`config.mk`:
```
export PLATFORM = sky130hd
export DESIGN_NAME = sensor_command_line_parser_core
export DESIGN_NICKNAME = d
export VERILOG_FILES = /design/src/rtl/core/scl_pkg.sv /design/src/rtl/core/scl_line_tracker.sv /design/src/rtl/core/scl_classify.sv /design/src/rtl/core/sensor_command_line_parser_core.sv
export VERILOG_INCLUDE_DIRS = /design/src /design/src/rtl/core
export SDC_FILE = /design/constraint.sdc
export NUM_CORES = 1
export LEC_CHECK = 0
export ABC_CLOCK_PERIOD_IN_PS = 3550
export BUFFER_PORTS_ARGS = -buffer_cell sky130_fd_sc_hd__buf_2
export CORE_ASPECT_RATIO = 0.5
export CORE_UTILIZATION = 45
export CTS_CLUSTER_DIAMETER = 200
export DETAILED_ROUTE_END_ITERATION = 6
export SETUP_SLACK_MARGIN = 0.1
export SLEW_MARGIN = 20
export SYNTH_ARGS = -nofsm -noshare
export SYNTH_HDL_FRONTEND = slang
export SYNTH_HIERARCHICAL = 1
export SYNTH_SLANG_ARGS = --single-unit
```
`constraint.sdc`:
```
create_clock -name clk -period 3.55 [get_ports clk]
set_clock_uncertainty 0.2 [all_clocks]
set_input_delay 0.1775 -clock clk [delete_from_list [all_inputs] [get_ports clk]]
set_output_delay 0.1775 -clock clk [all_outputs]
set_load 0.005 [all_outputs]
```
`src/rtl/core/sensor_command_line_parser_core_assert.svh`:
```
// ----------------------------------------------------------------------------
// Assertion macros for the command line parser core
// Clocked property wrappers, compiled out when ASSERT_OFF is set.
// ----------------------------------------------------------------------------
`ifndef SENSOR_COMMAND_LINE_PARSER_CORE_ASSERT_SVH
`define SENSOR_COMMAND_LINE_PARSER_CORE_ASSERT_SVH

`ifndef ASSERT_OFF

// Property checked on every rising edge, off while reset is asserted.
`define SCL_ASSERT(lbl, clk, rst_n, prop) \
    lbl: assert property (@(posedge clk) disable iff (!rst_n) (prop)) \
        else $error("scl assertion failed");

// Property checked on every rising edge, also during reset.
`define SCL_ASSERT_ALWAYS(lbl, clk, prop) \
    lbl: assert property (@(posedge clk) (prop)) \
        else $error("scl assertion failed");

`else

`define SCL_ASSERT(lbl, clk, rst_n, prop)
`define SCL_ASSERT_ALWAYS(lbl, clk, prop)

`endif

`endif

```
`src/rtl/core/scl_pkg.sv`:
```
// ----------------------------------------------------------------------------
// scl_pkg
// Command codes, command word table and line match state type.
// ----------------------------------------------------------------------------
package scl_pkg;

    typedef enum logic [2:0] {
        CMD_OFF     = 3'd0,
        CMD_START   = 3'd1,
        CMD_STOP    = 3'd2,
        CMD_SCALE_F = 3'd3,
        CMD_SCALE_C = 3'd4,
        CMD_PERIOD  = 3'd5,
        CMD_LOG     = 3'd6,
        CMD_INVALID = 3'd7
    } cmd_code_t;

    localparam int          WORD_COUNT   = 7;
    localparam logic [7:0]  CHAR_NEWLINE = 8'd10;
    localparam logic [7:0]  CHAR_ZERO    = 8'h30;
    localparam logic [7:0]  CHAR_NINE    = 8'h39;
    localparam logic [3:0]  DIGITS_START = 4'd7;
    localparam logic [3:0]  POS_MAX      = 4'd15;

    // Position in the line and one still-matching flag per command word.
    typedef struct packed {
        logic [3:0]            pos;
        logic [WORD_COUNT-1:0] flags;
    } line_match_t;

    // Command word text, first character in the top byte, zero padded.
    function automatic logic [55:0] word_text(input logic [2:0] k);
        logic [55:0] w;
        unique case (k)
            3'd0:    w = {"OFF", 32'd0};
            3'd1:    w = {"START", 16'd0};
            3'd2:    w = {"STOP", 24'd0};
            3'd3:    w = "SCALE=F";
            3'd4:    w = "SCALE=C";
            3'd5:    w = "PERIOD=";
            3'd6:    w = {"LOG", 32'd0};
            default: w = '0;
        endcase
        return w;
    endfunction

    function automatic logic [7:0] word_char(input logic [2:0] k, input logic [2:0] pos);
        logic [55:0] w;
        w = word_text(k);
        return w[55 - 8*pos -: 8];
    endfunction

    function automatic logic [3:0] word_len(input logic [2:0] k);
        logic [3:0] n;
        unique case (k)
            3'd0:    n = 4'd3;
            3'd1:    n = 4'd5;
            3'd2:    n = 4'd4;
            3'd6:    n = 4'd3;
            default: n = 4'd7;
        endcase
        return n;
    endfunction

    // OFF, START and STOP must match the whole line; the rest are prefixes.
    function automatic logic word_exact(input logic [2:0] k);
        return (k == 3'd0) || (k == 3'd1) || (k == 3'd2);
    endfunction

endpackage

```
`src/rtl/core/scl_line_tracker.sv`:
```
// ----------------------------------------------------------------------------
// scl_line_tracker
// Per-byte match state: position, word flags and PERIOD= digit value.
// ----------------------------------------------------------------------------
module scl_line_tracker #(
    parameter int PERIOD_WIDTH = 16
) (
    input  logic                       clk,
    input  logic                       rst_n,
    input  logic                       step,
    input  logic                       clear,
    input  logic [7:0]                 rx_byte,
    output scl_pkg::line_match_t       line_state,
    output logic [PERIOD_WIDTH-1:0]    digit_value
);

`include "sensor_command_line_parser_core_assert.svh"

    localparam int EXT_WIDTH = PERIOD_WIDTH + 4;

    logic [3:0]                     pos_reg, pos_next;
    logic [scl_pkg::WORD_COUNT-1:0] flags_reg, flags_next, keep;
    logic [PERIOD_WIDTH-1:0]        digit_reg, digit_next;
    logic                           ended_reg, ended_next;
    logic [EXT_WIDTH-1:0]           ext, acc;
    logic [3:0]                     dig;
    logic                           is_digit;

    // One compare per word, independent of each other.
    always_comb
    begin
        for (int k = 0; k < scl_pkg::WORD_COUNT; k++)
        begin
            keep[k] = !((pos_reg < scl_pkg::word_len(3'(k))) &&
                        (rx_byte != scl_pkg::word_char(3'(k), pos_reg[2:0])));
        end
    end

    assign is_digit = (rx_byte >= scl_pkg::CHAR_ZERO) && (rx_byte <= scl_pkg::CHAR_NINE);
    assign dig      = 4'(rx_byte - scl_pkg::CHAR_ZERO);
    assign ext      = {4'd0, digit_reg};
    // value * 10 + digit, saturating below
    assign acc      = (ext << 3) + (ext << 1) + EXT_WIDTH'(dig);

    always_comb
    begin
        pos_next   = pos_reg;
        flags_next = flags_reg;
        digit_next = digit_reg;
        ended_next = ended_reg;
        if (clear)
        begin
            pos_next   = '0;
            flags_next = '1;
            digit_next = '0;
            ended_next = 1'b0;
        end
        else if (step)
        begin
            flags_next = flags_reg & keep;
            if (!ended_reg && (pos_reg >= scl_pkg::DIGITS_START))
            begin
                if (is_digit)
                begin
                    if (acc[EXT_WIDTH-1 -: 4] != 4'd0)
                        digit_next = '1;
                    else
                        digit_next = acc[PERIOD_WIDTH-1:0];
                end
                else
                begin
                    ended_next = 1'b1;
                end
            end
            if (pos_reg != scl_pkg::POS_MAX)
                pos_next = pos_reg + 4'd1;
        end
    end

    always_ff @(posedge clk or negedge rst_n)
    begin
        if (!rst_n)
        begin
            pos_reg   <= '0;
            flags_reg <= '1;
            digit_reg <= '0;
            ended_reg <= 1'b0;
        end
        else
        begin
            pos_reg   <= pos_next;
            flags_reg <= flags_next;
            digit_reg <= digit_next;
            ended_reg <= ended_next;
        end
    end

    assign line_state.pos   = pos_reg;
    assign line_state.flags = flags_reg;
    assign digit_value      = digit_reg;

    `SCL_ASSERT(a_pos_saturates, clk, rst_n,
        (pos_reg == scl_pkg::POS_MAX) && step && !clear |=> pos_reg == scl_pkg::POS_MAX)
    `SCL_ASSERT(a_flags_only_drop, clk, rst_n,
        !clear |=> (flags_reg & ~$past(flags_reg)) == '0)
    `SCL_ASSERT(a_digits_stop, clk, rst_n,
        ended_reg && !clear |=> digit_reg == $past(digit_reg))

endmodule

```
`src/rtl/core/scl_classify.sv`:
```
// ----------------------------------------------------------------------------
// scl_classify
// Picks the first command word whose flag and length agree with the line.
// ----------------------------------------------------------------------------
module scl_classify (
    input  scl_pkg::line_match_t line_state,
    output scl_pkg::cmd_code_t   code
);

    logic [scl_pkg::WORD_COUNT-1:0] hit;

    always_comb
    begin
        for (int k = 0; k < scl_pkg::WORD_COUNT; k++)
        begin
            if (scl_pkg::word_exact(3'(k)))
                hit[k] = line_state.flags[k] && (line_state.pos == scl_pkg::word_len(3'(k)));
            else
                hit[k] = line_state.flags[k] && (line_state.pos >= scl_pkg::word_len(3'(k)));
        end
    end

    // Lowest word index wins.
    always_comb
    begin
        code = scl_pkg::CMD_INVALID;
        for (int k = scl_pkg::WORD_COUNT - 1; k >= 0; k--)
        begin
            if (hit[k])
                code = scl_pkg::cmd_code_t'(3'(k));
        end
    end

endmodule

```
`src/rtl/core/sensor_command_line_parser_core.sv`:
```
// ----------------------------------------------------------------------------
// sensor_command_line_parser_core
// Streaming command line matcher that classifies each line at newline.
// ----------------------------------------------------------------------------
//  channel  dir  handshake          payload
//  rx       in   rx_valid/rx_stall  rx_byte
//  res      out  res_valid/res_stall command_code, running, scale_celsius,
//                                   period_seconds
//
// One byte per cycle sustained while rx_stall is low. A byte is registered in
// the input register, where the match state is updated (or the line classified
// on newline); a result is then registered in the output register. rx_stall
// rises only when a newline waits in the input register while the output
// register is full and stalled. Reset: running on, Fahrenheit, period 1, line
// cleared. After OFF or an invalid line all bytes are taken and dropped until
// reset.
// ----------------------------------------------------------------------------
module sensor_command_line_parser_core #(
    parameter int PERIOD_WIDTH = 16
) (
    input  logic        clk,
    input  logic        rst_n,
    input  logic        rx_valid,
    output logic        rx_stall,
    input  logic [7:0]  rx_byte,
    output logic        res_valid,
    input  logic        res_stall,
    output logic [2:0]  command_code,
    output logic        running,
    output logic        scale_celsius,
    output logic [15:0] period_seconds
);

`include "sensor_command_line_parser_core_assert.svh"

    // Input register
    logic       in_valid_reg, in_valid_next;
    logic [7:0] in_byte_reg, in_byte_next;

    // Settings
    logic                    running_reg, running_next;
    logic                    celsius_reg, celsius_next;
    logic [PERIOD_WIDTH-1:0] period_reg, period_next;
    logic                    halted_reg, halted_next;

    // Output register
    logic               res_valid_reg, res_valid_next;
    scl_pkg::cmd_code_t res_code_reg, res_code_next;
    logic               res_running_reg, res_running_next;
    logic               res_celsius_reg, res_celsius_next;
    logic [15:0]        res_period_reg, res_period_next;

    logic                    is_newline, out_free, hold, fire, step, line_end;
    scl_pkg::line_match_t    line_state;
    logic [PERIOD_WIDTH-1:0] digit_value;
    scl_pkg::cmd_code_t      code;
    logic [15:0]             period16;

    assign is_newline = (in_byte_reg == scl_pkg::CHAR_NEWLINE);
    assign out_free   = !res_valid_reg || !res_stall;
    // A newline can only be classified when its result has a place to go.
    assign hold       = in_valid_reg && !halted_reg && is_newline && !out_free;
    assign fire       = in_valid_reg && !hold;
    assign step       = fire && !halted_reg && !is_newline;
    assign line_end   = fire && !halted_reg && is_newline;
    assign rx_stall   = hold;

    scl_line_tracker #(
        .PERIOD_WIDTH (PERIOD_WIDTH)
    ) u_tracker (
        .clk         (clk),
        .rst_n       (rst_n),
        .step        (step),
        .clear       (line_end),
        .rx_byte     (in_byte_reg),
        .line_state  (line_state),
        .digit_value (digit_value)
    );

    scl_classify u_classify (
        .line_state (line_state),
        .code       (code)
    );

    always_comb
    begin
        in_valid_next = in_valid_reg;
        in_byte_next  = in_byte_reg;
        if (!hold)
        begin
            in_valid_next = rx_valid;
            in_byte_next  = rx_byte;
        end
    end

    // Settings after this line's command.
    always_comb
    begin
        running_next = running_reg;
        celsius_next = celsius_reg;
        period_next  = period_reg;
        halted_next  = halted_reg;
        if (line_end)
        begin
            unique case (code)
                scl_pkg::CMD_OFF:     halted_next  = 1'b1;
                scl_pkg::CMD_START:   running_next = 1'b1;
                scl_pkg::CMD_STOP:    running_next = 1'b0;
                scl_pkg::CMD_SCALE_F: celsius_next = 1'b0;
                scl_pkg::CMD_SCALE_C: celsius_next = 1'b1;
                scl_pkg::CMD_PERIOD:  period_next  = digit_value;
                scl_pkg::CMD_LOG:     halted_next  = halted_reg;
                scl_pkg::CMD_INVALID: halted_next  = 1'b1;
            endcase
        end
    end

    // Reported period is the low 16 bits of the stored period.
    generate
        if (PERIOD_WIDTH >= 16)
        begin : g_period_wide
            assign period16 = period_next[15:0];
        end
        else
        begin : g_period_narrow
            assign period16 = {{(16-PERIOD_WIDTH){1'b0}}, period_next};
        end
    endgenerate

    always_comb
    begin
        res_valid_next   = res_valid_reg && res_stall;
        res_code_next    = res_code_reg;
        res_running_next = res_running_reg;
        res_celsius_next = res_celsius_reg;
        res_period_next  = res_period_reg;
        if (line_end)
        begin
            res_valid_next   = 1'b1;
            res_code_next    = code;
            res_running_next = running_next;
            res_celsius_next = celsius_next;
            res_period_next  = period16;
        end
    end

    always_ff @(posedge clk or negedge rst_n)
    begin
        if (!rst_n)
        begin
            in_valid_reg  <= 1'b0;
            running_reg   <= 1'b1;
            celsius_reg   <= 1'b0;
            period_reg    <= PERIOD_WIDTH'(1);
            halted_reg    <= 1'b0;
            res_valid_reg <= 1'b0;
        end
        else
        begin
            in_valid_reg  <= in_valid_next;
            running_reg   <= running_next;
            celsius_reg   <= celsius_next;
            period_reg    <= period_next;
            halted_reg    <= halted_next;
            res_valid_reg <= res_valid_next;
        end
    end

    always_ff @(posedge clk)
    begin
        in_byte_reg     <= in_byte_next;
        res_code_reg    <= res_code_next;
        res_running_reg <= res_running_next;
        res_celsius_reg <= res_celsius_next;
        res_period_reg  <= res_period_next;
    end

    assign res_valid      = res_valid_reg;
    assign command_code   = res_code_reg;
    assign running        = res_running_reg;
    assign scale_celsius  = res_celsius_reg;
    assign period_seconds = res_period_reg;

    `SCL_ASSERT(a_halt_sticky, clk, rst_n, halted_reg |=> halted_reg)
    `SCL_ASSERT(a_no_result_when_halted, clk, rst_n,
        halted_reg && !res_valid_reg |=> !res_valid_reg)
    `SCL_ASSERT(a_stall_cause, clk, rst_n,
        rx_stall |-> res_valid_reg && res_stall && in_valid_reg && is_newline)
    `SCL_ASSERT(a_off_invalid_halts, clk, rst_n,
        line_end && (code == scl_pkg::CMD_OFF || code == scl_pkg::CMD_INVALID)
        |=> halted_reg)

endmodule

```
==> metrics.yaml, run 1 <==
status:
  status: "completed"
sta:
  grt_setup_unrepaired: "true"
  period_minus_slack_ns: 3.37
  timing.final.crit_share_pct: 94.9
  finalMaxSlewViolations: 0
  fin_tns_setup_ns: 0
  hold_viol: 0
  tightest_slew_ns: 0.608
  max_slew_margin_pct: 59.5
  finalSetupViolations: 0
  fmax_ghz: 0.297
final_layout:
  drive_above_1_share_pct: 22.8
  diodes: 0
  final_common_cell: "dfrtp_1"
  fin_area_mm2: 0.00592
  fin_nets: 589
  most-common-layout-cells: "dfrtp_1 (39), buf_2 (33), ha_1 (33), nor2_1 (32), edfxtp_1 (29)"
  fin_util_pct: 56.3
  syn2layout_area_growth_pct: 17.9
synth:
  synth.area.top_cells: "dfrtp_1 (20%), edfxtp_1 (17%), ha_1 (9.2%), dfstp_2 (4.7%), xnor2_1 (3.8%)"
  synth.top_cell.area_share_pct: 19.9
  synth-edff-count: 29
  syn_inst: 486
  syn_nets: 537
  postSynth.asyncResetShare_pct: 62.8
  synth_flop_cell: "dfrtp_1"
  avgSynthCellArea_um2: 10.3
  ys_ff_latch: 78
  synth_warnings: 6
  synth.distinct_cells: 68
  yosysSeqAreaShare_pct: 42.0
  yosysTopAreaCell: "dfrtp_1"
  syn_area_mm2: 0.00502
pwr:
  intPower_mw: 1.96
  p_clk_share_pct: 28.0
  seqPwrFrac_pct: 34.4
  pwr-share-comb_pct: 37.6
  switching_share_pct: 37.8
  leakagePower_nw: 2.53
  powerDensity_mw_per_mm2: 533
  ir_drop_uv: 277
  p_switching_mw: 1.19
critical_path:
  r2r_end: "u_tracker/digit_value[0]$_DFFE_PN0P_"
  criticalPathCategory: "flop to flop"
  cp.arrival_ns: 3.37
  ff2ff_setup_slack_ns: 0.18
  cp.required_ns: 3.55
  rr_worst_depth: 12
  crit_path_max_fanout: 8
  critPathLaunchType: "flop"
  end_kind: "flop"
  worstReg2RegStart: "u_tracker/digit_value[2]$_DFFE_PN0P_"
routing:
  wl_per_cell_um: 16.9
  first_pass_iters: 4
  via_count: 3931
  vias_per_cell: 5.76
  drt_iter0_markers: 254
  remaining_drc_errors: 0
  antenna_left: 0
  routed_wl_um: 11500
floorplanning:
  ios: 35
  rows: 26
  die_area_mm2: 0.0116
  die_y_um: 76.7
  core_mm2: 0.0105
  initial_core_util_pct: 47.8
  die_x_um: 151
clocking:
  cts_made_buffers: 9
  insertion_delay_ns: 0.33
  htreeDepth: 3
  cts_sinks: 78
  clk_path_buf_depth: 2
  cts_root_buffer: "clkbuf_16"
  clkTransAtPathRegs_ns: 0.07
  cts_tree: "yes"
grt:
  antenna_found_initial: 0
  grt_max_degree: 47
  grt_pass1_wl_um: 18900
  grt_pass1_vias: 3780
  grtUsageTotal_pct: 20.9
  grt_overflow: 0
place:
  dp_hpwl_um: 7870
  io_buffers: 34
  place.gp.congestion: 0.854
  placed_cell_area_mm2: 0.00539
job:
  cap_viol_max_count: 0
min_path:
  timing.hold.worst.class: "primary input to asynchronous set/reset pin"
-- kinds of logic after synthesis --
logic type,Yosys count,share of synthesized area [%]
AO/OA/AOI/OAI,143,19.9
AND/OR/NAND/NOR,128,14.0
flip-flops,78,42.0
buffers and inverters,44,3.64
adder cells (fa/ha/maj),39,10.0
XOR/XNOR,33,5.76
multiplexers,21,4.59
-- worst max-delay path, cell delays in order (launching register included) --
cell and delay [ns]:
dfrtp_2 0.42, fa_2 0.49, inv_2 0.07, fa_2 0.20, nor2b_2 0.05, o31a_1 0.32, buf_4 0.15, o22a_4 0.25
a311oi_2 0.29, xnor2_1 0.14, a2111oi_4 0.37, buf_6 0.20, a31oi_1 0.09
-- synthesized netlist by cell type (3+ instances only) --
| library cell | instances |
|---|---|
| inv_1 | 16 |
| nor2b_1 | 5 |
| o32ai_1 | 3 |
| mux2_2 | 16 |
| nor3b_1 | 3 |
| nand3b_1 | 6 |
| dfstp_2 | 9 |
| ha_1 | 37 |
| o31ai_1 | 5 |
| dfrtp_1 | 40 |
| xor2_1 | 11 |
| edfxtp_1 | 29 |
| nand2_1 | 27 |
| nor4_1 | 3 |
| nor2_1 | 33 |
| or2_2 | 3 |
| mux2i_1 | 5 |
| a21o_1 | 10 |
| buf_1 | 5 |
| and2_1 | 4 |
| clkbuf_1 | 19 |
| a21oi_1 | 22 |
| nand3_1 | 8 |
| and4_1 | 3 |
| xnor2_1 | 22 |
| a22oi_1 | 3 |
| o21a_1 | 6 |
| a31oi_1 | 21 |
| a211oi_1 | 3 |
| o21ai_0 | 21 |
| nand4_1 | 6 |
| nor3_1 | 5 |
| and3_1 | 8 |
| o22ai_1 | 5 |
| nand2b_1 | 5 |
| o21bai_1 | 19 |
-- final cells by class --
cell class              count  area [um^2]
clock buffers               9          225
clock inverters             7         62.6
fillers                   905         4590
inverters                  16         60.1
multi-input cells         364         2800
flip-flops and latches     78         2110
well taps                 140          175
repair buffers             69          483
-- per-layer routing --
metal,global-route usage (%),vias up,part of all wire [%]
met1,28.6,1925,46
met3,3.45,11,3.6
met4,5.60,0,1.0
met5,0,-,0
li1,-,1920,-
met2,34.0,75,49
-- power by group through the flow --
stage | clock network, mW | logic (mW) | registers [mW]
6_report | 0.881 | 1.19 | 1.08
5_1_grt | 0.945 | 1.31 | 1.09
4_1_cts | 0.904 | 1.17 | 1.08
3_5_place_dp | 0 | 1.15 | 1.10
3_3_place_gp | 0 | 1.15 | 1.10
2_1_floorplan | 0 | 0.932 | 1.05
-- stage by stage --
step | instances | hold WS [ns] | setup WS, ns | power [mW]
2_1_floorplan | 486 | -0.318 | 0.218 | 1.98
3_3_place_gp | 649 | 0.154 | 0.135 | 2.25
3_5_place_dp | 649 | 0.156 | 0.0751 | 2.25
4_1_cts | 677 | 0.298 | 0.141 | 3.16
5_1_grt | 683 | 0.238 | 0.0427 | 3.35
6_report | 683 | 0.190 | 0.181 | 3.15
-- how the worst max path moves through the flow --
stage                                         startpoint                                     to  slack, ns  cells past startpoint
floorplan                       in_byte_reg[3]$_DFFE_PN_  u_tracker/digit_value[10]$_DFFE_PN0P_       0.22                     11
global placement                in_byte_reg[3]$_DFFE_PN_   u_tracker/digit_value[0]$_DFFE_PN0P_       0.14                     11
detailed placement              in_byte_reg[3]$_DFFE_PN_   u_tracker/digit_value[9]$_DFFE_PN0P_       0.08                     11
CTS                             in_byte_reg[3]$_DFFE_PN_   u_tracker/digit_value[0]$_DFFE_PN0P_       0.14                     11
global route        u_tracker/digit_value[1]$_DFFE_PN0P_   u_tracker/digit_value[6]$_DFFE_PN0P_       0.04                     13
finish              u_tracker/digit_value[2]$_DFFE_PN0P_   u_tracker/digit_value[0]$_DFFE_PN0P_       0.18                     12
-- repair_timing --
action                     4_1_cts  5_1_grt
gates resized for setup          3       14
hold buffers                    11        0
pin swaps                        1       11
setup endpoints to repair       16       16
cloned                           1        0
setup buffers                    0        6
hold endpoints to repair        47        0
Power figures use the tool's default switching activity.
==> run 2: changes to the inputs <==
Settings changed: ABC_CLOCK_PERIOD_IN_PS 3550 to 2850.
Clock period 3.55 ns to 2.85 ns, I/O delays scaled along.
==> run 2 against run 1 <==
  * Critical path depth unchanged
  * Clock power rose by 32%
  * First-iteration DRC count is 13% lower
  * Final area increased by 8.4%
  * The run now ends with setup timing left
  * Utilization grew 4.7 points
  * Wire length grew 3.8%
  * Setup slack worse by 0.55 ns
  * Hold slack got worse by 0.012 ns
  * Maximum frequency up 4.7%
  * Final cell count rose by 9.2%
  * Flip-flop and latch count unchanged
==> metrics.yaml, run 2 (synthesized netlist as in run 1, its figures left out) <==
critical_path:
  critPathLaunchType: "flop"
  slowest_stage: "fa_2"
  worstReg2RegStart: "u_tracker/digit_value[2]$_DFFE_PN0P_"
  crit_chain: "fa_2 -> inv_2 -> fa_2 -> nor2b_2 -> o31a_1 -> o22a_1 -> a311oi_2 -> xnor2_1 -> a2111oi_4 -> buf_4 -> clkbuf_16 -> a31oi_1"
  cp.required_ns: 2.85  # -0.70 ns
  cp.arrival_ns: 3.22  # -0.15 ns
  ff2ff_setup_slack_ns: -0.37  # -0.55 ns
  crit_path_end: "u_tracker/digit_value[0]$_DFFE_PN0P_"
  end_kind: "flop"
  rr_worst_depth: 12  # unchanged
  r2r_end: "u_tracker/digit_value[0]$_DFFE_PN0P_"
  setup.worst_path.start: "u_tracker/digit_value[2]$_DFFE_PN0P_"
  criticalPathCategory: "flop to flop"
  cpMostUsedCell: "fa_2"
  critPathMaxStageDelay_ns: 0.59  # +0.10 ns
  crit_path_max_fanout: 8  # unchanged
clocking:
  cts_root_buffer: "clkbuf_16"
  cts_made_buffers: 9  # unchanged
  cts_sinks: 78  # unchanged
  clk_path_buf_depth: 2  # unchanged
  cts_tree: "yes"
  clkTransAtPathRegs_ns: 0.06  # about the same
  insertion_delay_ns: 0.34  # about the same
  htreeDepth: 3  # unchanged
final_layout:
  final_common_cell: "buf_4"
  fin_area_mm2: 0.00641  # +8.4%
  multi_input_area_mm2: 0.00277  # -1.3%
  drive_above_1_share_pct: 30.2  # +7.4 points
  fin_nets: 652  # +11%
  layout.cells.non_filler: 746  # +9.2%
  syn2layout_area_growth_pct: 27.8
  diodes: 0  # unchanged
  fill_cells: 910  # +0.55%
  final-seq-area_mm2: 0.00211  # about the same
  most-common-layout-cells: "buf_4 (82), dfrtp_1 (40), buf_2 (34), ha_1 (34), nor2_1 (32)"
pwr:
  ir_drop_uv: 609  # +120%
  leakagePower_nw: 2.87  # +14%
  powerDensity_mw_per_mm2: 649  # +22%
place:
  io_buffers: 34  # unchanged
  place.gp.congestion: 0.852  # -0.18%
  dp_hpwl_um: 8750  # +11%
  dp_cells: 715  # +10%
  placed_cell_area_mm2: 0.00594  # +10%
job:
  cap_viol_max_count: 0  # unchanged
sta:
  timing.final.crit_share_pct: 113  # +18 points
  fin_tns_setup_ns: -5.58  # -5.58 ns
  hold_viol: 0  # unchanged
  finalMaxSlewViolations: 0  # unchanged
  max_slew_margin_pct: 55.5  # -3.9 points
  tightest_slew_ns: 0.667  # +0.0592 ns
  fmax_ghz: 0.311  # +4.7%
  finalSetupViolations: 16  # +16
  grt_setup_unrepaired: "true"
  fin_ws_ns: -0.369  # -0.549 ns
  period_minus_slack_ns: 3.22  # -0.151 ns
floorplanning:
  die_area_mm2: 0.0116  # unchanged
  initial_core_util_pct: 47.8  # unchanged
  ios: 35  # unchanged
  rows: 26  # unchanged
  die_y_um: 76.7  # unchanged
  die_x_um: 151  # unchanged
  core_mm2: 0.0105  # unchanged
routing:
  antenna_left: 0  # unchanged
  via_count: 4147  # +5.5%
  first_pass_iters: 5  # +1
  wl_per_cell_um: 16.1  # -5.0%
  vias_per_cell: 5.56  # -3.4%
  routed_wl_um: 12000  # +3.8%
  remaining_drc_errors: 0  # unchanged
  drt_iter0_markers: 221  # -13%
grt:
  grt_pass1_wl_um: 19900  # +5.2%
  use_met2_pct: 37.2  # +3.2 points
  grt_pass1_vias: 4051  # +7.2%
  busiest_layer: "met2"
  grtUsageTotal_pct: 22.1  # +1.2 points
  grt_max_degree: 30  # -36%
  grt_use_met3_pct: 4.64  # +1.2 points
  grt_overflow: 0  # unchanged
  gr-usage-met1_pct: 28.7  # +0.098 points
  antenna_found_initial: 0  # unchanged
min_path:
  timing.hold.worst.class: "primary input to asynchronous set/reset pin"
status:
  violations: "setup timing"
  status: "finished with violations"
[run 2: final cells by class]
cell class,instances,share of cell area (%)
inverter,16,0.936
clock buffer,9,3.51
tap,140,2.73
clock inverter,7,1.25
sequential,78,32.9
timing repair buffer,132,15.6
multi-input combinational,364,43.1
[run 2: worst max-delay path: cells and delay by family (launching register included)]
family / cells / cell delay (ns)
AOI/OAI and AO/OA: 5 / 0.85
xor gates and xnor gates: 1 / 0.17
adders and majority gates: 2 / 0.93
buffers and inverters: 3 / 0.38
DFF: 1 / 0.40
and+or+nand+nor: 1 / 0.14
[run 2: routing by layer]
metal	wire, um	vias up
li1	-	2051
met3	293	8
met2	6030	54
met5	0	-
met4	102	0
met1	5560	2034
[run 2: worst min path at each step]
stage	from	to	depth (start not counted)
after floorplan	rst_n	celsius_reg$_DFF_PN0_	0
after global placement	rst_n	period_reg[13]$_DFF_PN0_	1
after detailed placement	rst_n	u_tracker/digit_value[14]$_DFFE_PN0P_	1
after CTS	rst_n	u_tracker/digit_value[14]$_DFFE_PN0P_	2
after global routing	rst_n	u_tracker/digit_value[14]$_DFFE_PN0P_	2
final	rst_n	period_reg[13]$_DFF_PN0_	2
[run 2: repair_timing]
action,CTS,global route
setup buffers,0,3
setup endpoints to repair,16,18
pin swaps,0,4
cloned,0,1
resized for setup,3,2
hold buffers,11,0
hold endpoints to repair,35,0
[run 2: metrics by stage]
step	util (%)	total power [mW]	worst slack (ns)	hold WS, ns
6_report	61.1	4.16	-0.369	0.177
5_1_grt	61.1	4.45	-0.496	0.257
4_1_cts	60.5	4.17	-0.370	0.192
3_5_place_dp	56.5	2.99	-0.376	0.0169
3_3_place_gp	56.5	2.97	-0.246	0.0118
2_1_floorplan	-	2.47	-0.335	-0.353
[run 2: power by group]
group	switching [mW]	internal [mW]
Clock	0.471	0.690
Sequential	0.0655	1.21
Combinational	0.950	0.775
Total	1.49	2.68
